`config.mk`:
```
export PLATFORM = sky130hd
export DESIGN_NAME = pll_vco_band_calibrator_unit
export DESIGN_NICKNAME = d
export VERILOG_FILES = /design/src/rtl/pvc_pkg.sv /design/src/rtl/pvc_front.sv /design/src/rtl/pvc_back.sv /design/src/rtl/pll_vco_band_calibrator_unit.sv
export SDC_FILE = /design/constraint.sdc
export NUM_CORES = 1
export LEC_CHECK = 0
export BUFFER_PORTS_ARGS = -buffer_cell sky130_fd_sc_hd__buf_2
export CAP_MARGIN = 20
export CORE_MARGIN = 10
export CORE_UTILIZATION = 65
export DETAILED_ROUTE_END_ITERATION = 10
export GPL_TIMING_DRIVEN = 0
export HOLD_SLACK_MARGIN = 0.1
export PLACE_DENSITY = 0.85
export SETUP_SLACK_MARGIN = 0.05
export SLEW_MARGIN = 5
export SYNTH_ARGS = -nofsm -noshare
export SYNTH_HDL_FRONTEND = slang
export SYNTH_SLANG_ARGS = --single-unit
```
`constraint.sdc`:
```
create_clock -name clock -period 12.98 [get_ports clock]
set_input_delay 1.947 -clock clock [delete_from_list [all_inputs] [get_ports clock]]
set_output_delay 1.947 -clock clock [all_outputs]
set_load 0.05 [all_outputs]
```
`src/rtl/pvc_pkg.sv`:
```
`timescale 1ns / 1ps
`default_nettype none

package pvc_pkg;

   // operation of one queued item, set by the front from the input kind
   localparam logic OP_START   = 1'b0;
   localparam logic OP_MEASURE = 1'b1;

endpackage

`default_nettype wire

```
`src/rtl/pvc_front.sv`:
```
`timescale 1ns / 1ps
`default_nettype none

module pvc_front
   import pvc_pkg::*;
#(
   parameter int COUNT_BITS = 16
) (
   input  wire logic                  clock,
   input  wire logic                  reset,
   // input item
   input  wire logic                  in_valid,
   output logic                       in_ready,
   input  wire logic                  in_kind,
   input  wire logic [COUNT_BITS-1:0] in_target,
   input  wire logic [COUNT_BITS-1:0] in_measured,
   // classified item towards the back
   output logic                       q_valid,
   input  wire logic                  q_ready,
   output logic                       q_op,
   output logic [COUNT_BITS-1:0]      q_count
);

   localparam int ItemBits = COUNT_BITS + 1;

   logic [ItemBits-1:0] slot_ff [2];
   logic                wr_ptr_ff;
   logic                wr_ptr_in;
   logic                rd_ptr_ff;
   logic                rd_ptr_in;
   logic [1:0]          fill_ff;
   logic [1:0]          fill_in;
   logic                push;
   logic                pop;
   logic                op;
   logic [COUNT_BITS-1:0] count;

   // classify: a start keeps the target, a measurement keeps the count
   always_comb begin
      op    = in_kind ? OP_MEASURE : OP_START;
      count = (op == OP_START) ? in_target : in_measured;
   end

   assign in_ready = (fill_ff != 2'd2);
   assign q_valid  = (fill_ff != 2'd0);
   assign push     = in_valid && in_ready;
   assign pop      = q_valid && q_ready;
   assign q_op     = slot_ff[rd_ptr_ff][ItemBits-1];
   assign q_count  = slot_ff[rd_ptr_ff][COUNT_BITS-1:0];

   // queue pointers and fill level
   always_comb begin
      wr_ptr_in = push ? ~wr_ptr_ff : wr_ptr_ff;
      rd_ptr_in = pop ? ~rd_ptr_ff : rd_ptr_ff;
      fill_in   = fill_ff;
      if (push && !pop) begin
         fill_in = fill_ff + 2'd1;
      end else if (pop && !push) begin
         fill_in = fill_ff - 2'd1;
      end
   end

   always_ff @(posedge clock) begin
      if (reset) begin
         wr_ptr_ff <= 1'b0;
         rd_ptr_ff <= 1'b0;
         fill_ff   <= 2'd0;
      end else begin
         wr_ptr_ff <= wr_ptr_in;
         rd_ptr_ff <= rd_ptr_in;
         fill_ff   <= fill_in;
      end
   end

   // queue storage
   always_ff @(posedge clock) begin
      if (push) begin
         slot_ff[wr_ptr_ff] <= {op, count};
      end
   end

endmodule

`default_nettype wire

```
`src/rtl/pvc_back.sv`:
```
`timescale 1ns / 1ps
`default_nettype none

module pvc_back
   import pvc_pkg::*;
#(
   parameter int COUNT_BITS = 16,
   parameter int CODE_BITS  = 5
) (
   input  wire logic                  clock,
   input  wire logic                  reset,
   // classified item from the front
   input  wire logic                  q_valid,
   output logic                       q_ready,
   input  wire logic                  q_op,
   input  wire logic [COUNT_BITS-1:0] q_count,
   // result item
   output logic                       out_valid,
   input  wire logic                  out_ready,
   output logic [CODE_BITS-1:0]       out_probe,
   output logic                       out_request,
   output logic                       out_done,
   output logic [CODE_BITS-1:0]       out_chosen,
   output logic                       out_unexpected
);

   localparam logic [1:0] PH_IDLE   = 2'd0;
   localparam logic [1:0] PH_SEARCH = 2'd1;
   localparam logic [1:0] PH_LOW    = 2'd2;
   localparam logic [1:0] PH_HIGH   = 2'd3;

   localparam logic [CODE_BITS-1:0] CODE_START = {1'b1, {(CODE_BITS-1){1'b0}}};
   localparam logic [CODE_BITS-1:0] CODE_MAX   = {CODE_BITS{1'b1}};
   localparam logic [CODE_BITS-2:0] STEP_START = {1'b1, {(CODE_BITS-2){1'b0}}};

   logic [1:0]            phase_ff, phase_in;
   logic [CODE_BITS-1:0]  code_ff, code_in;
   logic [CODE_BITS-2:0]  step_ff, step_in;
   logic [COUNT_BITS-1:0] target_ff, target_in;
   logic [COUNT_BITS-1:0] cdev_ff, cdev_in;
   logic [COUNT_BITS-1:0] ldev_ff, ldev_in;
   logic                  valid_ff;
   logic [CODE_BITS-1:0]  probe_ff, probe_in;
   logic                  request_ff, request_in;
   logic                  done_ff, done_in;
   logic [CODE_BITS-1:0]  chosen_ff, chosen_in;
   logic                  unexp_ff, unexp_in;

   logic                  take;
   logic [COUNT_BITS-1:0] dev;
   logic [CODE_BITS-1:0]  stepped_code;
   logic [CODE_BITS-2:0]  halved_step;

   function automatic logic [CODE_BITS-1:0] low_of(input logic [CODE_BITS-1:0] c);
      low_of = (c == '0) ? '0 : c - {{(CODE_BITS-1){1'b0}}, 1'b1};
   endfunction

   function automatic logic [CODE_BITS-1:0] high_of(input logic [CODE_BITS-1:0] c);
      high_of = (c == CODE_MAX) ? CODE_MAX : c + {{(CODE_BITS-1){1'b0}}, 1'b1};
   endfunction

   // the output slot frees when empty or when its item is taken
   assign take      = q_valid && (!valid_ff || out_ready);
   assign q_ready   = !valid_ff || out_ready;
   assign out_valid = valid_ff;

   // absolute deviation of the incoming count from the target
   assign dev = (q_count < target_ff) ? (target_ff - q_count) : (q_count - target_ff);

   // one binary search step
   always_comb begin
      stepped_code = code_ff;
      if (q_count < target_ff) begin
         stepped_code = code_ff + {1'b0, step_ff};
      end else if (q_count > target_ff) begin
         stepped_code = code_ff - {1'b0, step_ff};
      end
      halved_step = step_ff >> 1;
   end

   // calibration sequencer
   always_comb begin
      phase_in   = phase_ff;
      code_in    = code_ff;
      step_in    = step_ff;
      target_in  = target_ff;
      cdev_in    = cdev_ff;
      ldev_in    = ldev_ff;
      probe_in   = '0;
      request_in = 1'b0;
      done_in    = 1'b0;
      chosen_in  = '0;
      unexp_in   = 1'b0;
      if (q_op == OP_START) begin
         target_in  = q_count;
         code_in    = CODE_START;
         step_in    = STEP_START;
         cdev_in    = '0;
         ldev_in    = '0;
         phase_in   = PH_SEARCH;
         probe_in   = CODE_START;
         request_in = 1'b1;
      end else begin
         unique case (phase_ff)
            PH_SEARCH: begin
               code_in    = stepped_code;
               cdev_in    = dev;
               step_in    = halved_step;
               request_in = 1'b1;
               if (halved_step != '0) begin
                  probe_in = stepped_code;
               end else begin
                  probe_in = low_of(stepped_code);
                  phase_in = PH_LOW;
               end
            end
            PH_LOW: begin
               ldev_in    = dev;
               probe_in   = high_of(code_ff);
               request_in = 1'b1;
               phase_in   = PH_HIGH;
            end
            PH_HIGH: begin
               // low neighbor wins ties, then high, else the center
               if (ldev_ff <= cdev_ff && ldev_ff <= dev) begin
                  chosen_in = low_of(code_ff);
               end else if (dev <= cdev_ff && dev <= ldev_ff) begin
                  chosen_in = high_of(code_ff);
               end else begin
                  chosen_in = code_ff;
               end
               probe_in = chosen_in;
               done_in  = 1'b1;
               phase_in = PH_IDLE;
            end
            default: begin
               unexp_in = 1'b1;
            end
         endcase
      end
   end

   // control state
   always_ff @(posedge clock) begin
      if (reset) begin
         phase_ff <= PH_IDLE;
         valid_ff <= 1'b0;
         code_ff  <= '0;
         step_ff  <= '0;
      end else begin
         if (take) begin
            phase_ff <= phase_in;
            code_ff  <= code_in;
            step_ff  <= step_in;
            valid_ff <= 1'b1;
         end else if (out_ready) begin
            valid_ff <= 1'b0;
         end
      end
   end

   // search data and result register
   always_ff @(posedge clock) begin
      if (reset) begin
         target_ff <= '0;
         cdev_ff   <= '0;
         ldev_ff   <= '0;
      end else if (take) begin
         target_ff <= target_in;
         cdev_ff   <= cdev_in;
         ldev_ff   <= ldev_in;
      end
   end

   always_ff @(posedge clock) begin
      if (take) begin
         probe_ff   <= probe_in;
         request_ff <= request_in;
         done_ff    <= done_in;
         chosen_ff  <= chosen_in;
         unexp_ff   <= unexp_in;
      end
   end

   assign out_probe      = probe_ff;
   assign out_request    = request_ff;
   assign out_done       = done_ff;
   assign out_chosen     = chosen_ff;
   assign out_unexpected = unexp_ff;

endmodule

`default_nettype wire

```
`src/rtl/pll_vco_band_calibrator_unit.sv`:
```
`timescale 1ns / 1ps
`default_nettype none

// VCO band calibrator: a start item (tuser 0) loads the target count and
// proposes the middle band code; each measured count (tuser 1) then steps a
// binary search of the code, the two neighbors of the final code are
// probed, and the item after the high neighbor returns the code of least
// deviation with done set. Every item gives exactly one result item. Items
// are accepted one per cycle while the queue is not full: a two-entry queue
// sits between the input stage and the sequencer, and the sequencer does one
// full update per item, so an accepted item is stored in the queue and its
// result then in the output register, and the block accepts up to two more
// items while a result waits in the output register.
module pll_vco_band_calibrator_unit #(
   parameter int COUNT_BITS = 16,
   parameter int CODE_BITS  = 5
) (
   input  wire logic clock,
   input  wire logic reset,
   // input items
   input  wire logic req_tvalid,
   output logic      req_tready,
   // target_count, measured_count, zero padding
   input  wire logic [((2*COUNT_BITS+7)/8)*8-1:0] req_tdata,
   // kind
   input  wire logic [0:0] req_tuser,
   // result items
   output logic      rsp_tvalid,
   input  wire logic rsp_tready,
   // probe_code, measure_request, done_res, chosen_code, unexpected, zero padding
   output logic [((2*CODE_BITS+3+7)/8)*8-1:0] rsp_tdata
);

   localparam int RspBits = ((2*CODE_BITS+3+7)/8)*8;
   localparam int RspUsed = 2*CODE_BITS + 3;

   logic                  q_valid;
   logic                  q_ready;
   logic                  q_op;
   logic [COUNT_BITS-1:0] q_count;
   logic [CODE_BITS-1:0]  probe;
   logic                  request;
   logic                  done;
   logic [CODE_BITS-1:0]  chosen;
   logic                  unexpected;

   // accept and classify items into the queue
   pvc_front #(
      .COUNT_BITS(COUNT_BITS)
   ) u_front (
      .clock      (clock),
      .reset      (reset),
      .in_valid   (req_tvalid),
      .in_ready   (req_tready),
      .in_kind    (req_tuser[0]),
      .in_target  (req_tdata[COUNT_BITS-1:0]),
      .in_measured(req_tdata[2*COUNT_BITS-1:COUNT_BITS]),
      .q_valid    (q_valid),
      .q_ready    (q_ready),
      .q_op       (q_op),
      .q_count    (q_count)
   );

   // run the search and hold the result
   pvc_back #(
      .COUNT_BITS(COUNT_BITS),
      .CODE_BITS (CODE_BITS)
   ) u_back (
      .clock         (clock),
      .reset         (reset),
      .q_valid       (q_valid),
      .q_ready       (q_ready),
      .q_op          (q_op),
      .q_count       (q_count),
      .out_valid     (rsp_tvalid),
      .out_ready     (rsp_tready),
      .out_probe     (probe),
      .out_request   (request),
      .out_done      (done),
      .out_chosen    (chosen),
      .out_unexpected(unexpected)
   );

   // pack result fields from the lowest bit up
   assign rsp_tdata = {{(RspBits-RspUsed){1'b0}}, unexpected, chosen, done, request, probe};

endmodule

`default_nettype wire

```
== After elaboration in Yosys (flattened, before gate mapping) ==
Memory sizes are Yosys's and may differ from the RTL's. A register that Yosys moved wholly into a read port is not among the register bits.
Cells that the tools add are included.
Word-level totals
  input bits: 37
  register bits after elaboration: 77
  memory bits (writable): 34
  memories kept: 1
Memory list
  u_front.slot_ff: depth 2, width 17, read ports 1, clocked after Yosys merged registers in 1, wr ports 1, line pvc_front.sv:26  | logic [ItemBits-1:0] slot_ff [2];
Operators by class
  bitwise logic cells: 3
  eq/ne operators: 9
  magnitude comparators: 6
  muxes and demuxes: 34
  reduce and logical (&&, ||, !) cells: 23
  add/subtract/negate cells: 9
Operator list (count)
  $mux 16: 6
  $le 16x16->1: 4
  $mux 5: 10
  $sub 16x16->16: 2
  $gt 16x16->1: 1
  $lt 16x16->1: 1
  $pmux 5 s3: 1
  $logic_not 5->1: 2
  $mux 1: 10
  $sub 5x1->5 const B: 2
  $mux 2: 4
  $mux 4: 2
  $reduce_and 2->1: 4
  $logic_and 1x1->1: 6
  $ne 2x2->1 const B: 3
  $pmux 2 s3: 1
  $reduce_bool 2->1: 3
  $add 5x1->5 const B: 1
  $add 5x4->5: 1
  $eq 5x5->1 const B: 1
  $sub 5x4->5: 1
  $eq 2x2->1 const B: 2
  $ne 4x4->1 const B: 1
  $reduce_bool 4->1: 1
  other kinds (10): 14

== Longest topological paths before layout ==
Gate-level depths: netlist of run 1.
  depth in word-level cells: 7
  depth in mapped cells: 31
  mapped depth without buffers: 25

== Cells and area by module ==
A second synthesis of run 1 with hierarchy kept.
Unflattened totals
  cells, all modules: 909
  area total of the unflattened synthesis: 8050.2 µm²
By module, submodules not included
  pvc_back: area an instance 6363.6 µm², instances 1, sequential area each 1591.5 µm², cells an instance 807
  pvc_front: area an instance 1637.8 µm², instances 1, sequential area each 1121.1 µm², cells an instance 95
  pll_vco_band_calibrator_unit: area an instance 48.8 µm², instances 1, sequential area each 0.0 µm², cells an instance 7

== Worst setup path after synthesis of run 1 ==
No wires, ideal clock.
  kind: register to register
  start: reg (tool-made name)
  end: reg u_back.probe_ff[4] (netlist: u_back.out_probe[4]), data pin
  path slack: 6.327 ns
  data arrival time: 6.392 ns
  clock period less this slack: 6.653 ns
  stages on the path, launching flop included: 31
  library setup time: 0.261 ns
  cell sequence: dfxtp_1 > clkbuf_1 > clkbuf_1 > mux2i_1 > inv_1 > fa_1 > buf_2 > nand3_1 > a211o_1 > a21oi_2 > nor2_1 > buf_4 > a21oi_1 > o311ai_2 > a31oi_1 > o221a_2 > xnor2_1 > inv_1 > ha_1 > nand4_1 > or2_1 > or3_1 > clkbuf_1 > nor4b_1 > o41ai_1 > o2bb2ai_1 > o211a_2 > buf_4 > o21a_1 > o31ai_1 > a21oi_1
RTL lines
  end signal, assigned: line pvc_back.sv:177  | probe_ff <= probe_in;
  end, declared: line pvc_back.sv:43  | logic [CODE_BITS-1:0] probe_ff, probe_in;

==> impl_metrics.json, run 1 <==
{
  "antenna_found_initial": 0,
  "start_util_pct": 65.8,
  "worstHoldPathType": "reg -> reg",
  "slowest_stage": "clkbuf_1",
  "worst_skew_pair.late_latency_ps": 360,
  "relSlewSlack_pct": 43.7,
  "grt_pass1_wl_um": 35600,
  "dr_total_vias": 7443,
  "drc_errors": 0,
  "dp_hpwl_um": 16500,
  "synthTopCellsByArea": "edfxtp_1, dfxtp_1, ha_1, a21oi_1, nor2_1",
  "fp.dieH_um": 133,
  "clk_pin_slew_ps": 80,
  "drive_above_1_share_pct": 11.5,
  "synth.yosys.seq_area_share_pct": 32.8,
  "yosysUniqueCellTypes": 78,
  "h-tree-depth": 3,
  "io_buffers": 51,
  "gp_congestion": 0.977,
  "worst_path_largest_cell_delay_ps": 620,
  "core_sq_mm": 0.0126,
  "root_buffer": "clkbuf_16",
  "seq_area_sq_mm": 0.00271,
  "finalWirelength_um": 21500,
  "die_w_um": 133,
  "setup-tns-final_ps": 0,
  "ant_nets": 0,
  "clock-sinks": 112,
  "nets": 1155,
  "post-route-min-period_ps": 8270,
  "numCtsBuffers": 9,
  "grt_setup_unrepaired": "false",
  "async_reset_ff_share_pct": 0,
  "dr.first_iter.drc_count": 856,
  "cts_setup_buffers": 0,
  "crit_fanout": 10,
  "cts_max_path_buffers": 2,
  "crit_top_cell": "clkbuf_1",
  "wl_per_cell_um": 18.0,
  "tightest_slew_ps": 823,
  "fillers": 965,
  "skew_ps": 13.5,
  "postCtsHoldBufs": 0,
  "cts_resized": 0,
  "final_util_pct": 71.9,
  "period_share_pct": 63.7,
  "dieArea_sq_mm": 0.0176,
  "path_class": "reg -> reg",
  "ys_ff_latch": 112,
  "cap_violations": 0,
  "ys.flop_type": "dfxtp_1",
  "dr.pass1.iters": 5,
  "area_growth_pct": 9.15,
  "cp.arrival_ps": 8390,
  "outcome": "completed",
  "yosysTopAreaCell": "edfxtp_1",
  "diodes": 0,
  "cp-start-kind": "flop",
  "yosysTopAreaCellShare_pct": 17.1,
  "required_ps": 13100,
  "synth.avg_cell_area_sq_um": 8.67,
  "cts_tree": "yes",
  "grt_max_degree": 19,
  "end_kind": "flop",
  "grt_pass1_vias": 7466,
  "grt-ovfl-total": 0,
  "fmax_mhz": 121,
  "viasPerCell": 6.22,
  "io_pins": 55,
  "synth_warnings": 0,
  "rows": 41,
  "maxSlewViolCount": 0,
  "syn-instance-count": 954,
  "setup_viol": 0,
  "syn_area_sq_mm": 0.00828,
  "hold_violations": 0,
  "synth-edff-count": 47,
  "gr-usage-all-layers_pct": 24.3,
  "multi_input_area_sq_mm": 0.00497
}
cell usage in the layout, fill, tap and decap left out, types with 27 or more instances in the layout:
cell type	n
buf_2	62
mux2i_1	27
clkbuf_1	31
ha_1	95
edfxtp_1	47
o21ai_0	27
a21o_1	28
dfxtp_1	65
nor2_1	98
a21oi_1	78
inv_1	92
nor3_1	36
nand2_1	55
cells by family after synthesis:
family          count (synthesis)  synth area share [%]
buf+inv                       146                  7.20
simple gates                  281                  16.2
xor+xnor                       25                  2.65
flops                         112                  32.8
compound gates                244                  20.0
fa+ha+maj                      99                  15.3
other cells                     1                0.0453
mux                            46                  5.85
critical path: cells and delay by family, from the launching register on:
| family | cells | cell delay (ps) |
|---|---|---|
| buf+inv | 8 | 2120 |
| simple gates | 6 | 1560 |
| fa+ha+maj | 2 | 740 |
| flops | 1 | 320 |
| xor+xnor | 1 | 240 |
| compound gates | 12 | 2480 |
| mux | 1 | 550 |
metal layers:
metal	wire length, um	part of all wire, %	GRT usage (%)	vias up
met1	8630	40	27.7	3505
met2	10600	49	43.1	323
li1	-	-	-	3545
met4	826	3.8	10.7	0
met5	0	0	0	-
met3	1490	6.9	4.58	70
registers in the layout (all words and copies together), names as in the netlist, 2 cells and up, named ones only:
signal / count
u_front.slot_ff: 34
u_back.cdev_ff: 16
u_back.ldev_ff: 16
u_back.target_ff: 16
u_back.code_ff: 5
u_back.out_chosen: 5
u_back.out_probe: 5
u_back.step_ff: 4
u_back.phase_ff: 2
u_front.fill_ff: 2
per-stage QoR:
stage / hold WS (ps) / setup slack (ps) / area [sq um] / instances
after floorplan: 436 / 6330 / 8280 / 956
after global placement: 442 / 5130 / 8750 / 1179
after detailed placement: 448 / 4890 / 8760 / 1180
after CTS: 459 / 4870 / 9030 / 1196
after global routing: 481 / 4270 / 9030 / 1196
final: 459 / 4710 / 9030 / 1196
cell usage after synthesis, types with 3 or more instances:
cell type and instances:
and2_1 4, buf_2 11, a2111oi_0 3, o31a_1 3, o211a_1 3, xor2_1 10, clkbuf_1 30, o211ai_1 4
inv_1 92, mux2_2 18, nor4b_1 3, o21a_1 6, and3_1 6, edfxtp_1 47, o21ai_0 27, dfxtp_1 65
fa_1 4, a22o_1 3, a21o_1 28, o32ai_1 3, a211oi_1 23, a21oi_1 78, nand2_1 55, or3_1 7
o41ai_1 4, o22ai_1 3, nor2b_1 5, nor2_1 98, nand4_1 17, nand2b_1 8, o31ai_1 4, mux2i_1 27
buf_1 3, xnor2_1 15, ha_1 95, o21ai_1 3, buf_4 9, nor4_1 11, o21bai_1 5, nand3_1 21
a22oi_1 16, nor3_1 36
cell type report:
cell class,count,share of cell area (%)
Clock inverter,6,0.471
Tap cell,172,2.38
Buffer,53,2.73
Multi-Input combinational cell,698,55.1
Sequential cell,112,30.0
Clock buffer,10,2.53
Inverter,93,3.86
Timing Repair Buffer,52,2.91
worst paths after layout:
check	depth (start not counted)	slack (ps)	startpoint	end
worst max-delay path	30	4710	flop	u_back.out_probe[4]
worst min-delay path	2	460	u_back.cdev_ff[10]	u_back.cdev_ff[10]
worst max register to register	30	4710	flop	u_back.out_probe[4]
worst min register to register	2	460	u_back.cdev_ff[10]	u_back.cdev_ff[10]
Power of run 1 is left out: the tool's default activity adds up to more than one toggle a clock period on the data nets, which glitch-free logic cannot reach.
==> run 2: changes to the inputs <==
CORE_UTILIZATION = 62   (was 65)
PLACE_DENSITY = 0.81   (was 0.85)
clock period = 7.7 ns   (was 12.98 ns; I/O delays follow)
==> run 2 against run 1 <==
Compared with the run above:
- register-to-register slack worse by 4300 ps
- sequential share of layout area is 0.16 points lower
- final cell count increased by 0.25%
- wire length is 0.71% lower
- highest routed layer unchanged
==> impl_metrics.json, run 2 (synthesis results as in run 1) <==
{
  "outcome": "completed",
  "gp_congestion": 0.925,
  "worst_path_largest_cell_delay_ps": 480,
  "fp.dieH_um": 136,
  "relSlewSlack_pct": 35.3,
  "cap_violations": 0,
  "cts_tree": "yes",
  "start_util_pct": 63.0,
  "end_kind": "flop",
  "maxSlewViolCount": 0,
  "nets": 1154,
  "largest_register": "u_front.slot_ff",
  "setup_viol": 0,
  "h-tree-depth": 3,
  "crit_top_cell": "buf_4",
  "crit_fanout": 10,
  "area_growth_pct": 9.77,
  "fillers": 1076,
  "dr_total_vias": 7391,
  "cp-start-kind": "flop",
  "finalWirelength_um": 21400,
  "grt_setup_unrepaired": "false",
  "slowest_stage": "dfxtp_2",
  "dp_hpwl_um": 16700,
  "diodes": 0,
  "ant_nets": 0,
  "fmax_mhz": 137,
  "numCtsBuffers": 9,
  "cp.arrival_ps": 7380,
  "dieArea_sq_mm": 0.0184,
  "core_sq_mm": 0.0131,
  "antenna_found_initial": 0,
  "die_w_um": 136,
  "grt_pass1_vias": 7087,
  "dr.pass1.iters": 6,
  "postCtsHoldBufs": 0,
  "final_util_pct": 69.1,
  "viasPerCell": 6.16,
  "drc_errors": 0,
  "dr.first_iter.drc_count": 694,
  "required_ps": 7810,
  "io_pins": 55,
  "final_common_cell": "nor2_1",
  "grt_pass1_wl_um": 34500,
  "cts_setup_buffers": 0,
  "rows": 42,
  "clock-sinks": 112,
  "worstHoldPathType": "reg -> reg",
  "hold_ws_ps": 458,
  "io_buffers": 51,
  "post-route-min-period_ps": 7280,
  "wl_per_cell_um": 17.8,
  "skew_ps": 9.38,
  "period_share_pct": 94.5,
  "gr-usage-all-layers_pct": 23.1,
  "grt-ovfl-total": 0,
  "cts_max_path_buffers": 2,
  "drive_above_1_share_pct": 12.1,
  "clk_pin_slew_ps": 70,
  "tightest_slew_ps": 960,
  "hold_violations": 0,
  "grt_max_degree": 20,
  "largest_reg_flops": 34,
  "root_buffer": "clkbuf_16",
  "layout_common_cells": "nor2_1, ha_1, inv_1",
  "path_class": "reg -> reg",
  "worst_skew_pair.late_latency_ps": 360
}
==> run 2: layout make-up <==
type / instances / area, sq um / share of cell area (%)
inverter: 93 / 349 / 3.84
tap: 176 / 220 / 2.42
multi-input combinational: 698 / 5020 / 55.2
timing repair buffer: 52 / 263 / 2.89
buffer: 52 / 246 / 2.71
clock inverter: 5 / 42.5 / 0.468
clock buffer: 11 / 233 / 2.56
sequential: 112 / 2710 / 29.9
==> run 2: worst paths after layout <==
kind	startpoint	slack, ps	cells after the start	to
max	flop	420	30	u_back.out_probe[4]
min reg2reg	u_back.cdev_ff[10]	460	2	u_back.cdev_ff[10]
max reg2reg	flop	420	30	u_back.out_probe[4]
min	u_back.cdev_ff[10]	460	2	u_back.cdev_ff[10]
==> run 2: metrics by stage <==
stage,cells,area [sq um],setup TNS [ps],worst slack (ps)
finish,1199,9080,0,423
detailed placement,1184,8770,-1650,-233
global route,1199,9080,0,68.3
global placement,1183,8760,-374,-94.3
floorplan,956,8280,0,1050
CTS,1199,9040,0,156
==> run 2: routing by layer <==
metal	global-route usage [%]	share of wire (%)
met2	40.1	49
met1	27.7	42
met3	3.04	5.4
met5	0	0
met4	10.7	3.9
==> run 2: timing repair <==
| action | 4_1_cts | 5_1_grt |
|---|---|---|
| pin swaps | 0 | 0 |
| endpoints found under the setup margin | 10 | 10 |
| resized for setup | 1 | 10 |
==> run 2: worst max-delay path, delay by kind of cell, from the launching register on <==
kind,cells,cell delay (ps)
buffers and inverters,7,1220
adder cells (fa/ha/maj),3,870
AO/OA/AOI/OAI,12,2450
AND/OR/NAND/NOR,6,1430
XOR/XNOR,1,210
multiplexers,1,350
flip-flops,1,480
Power of run 2 is left out for the same reason.
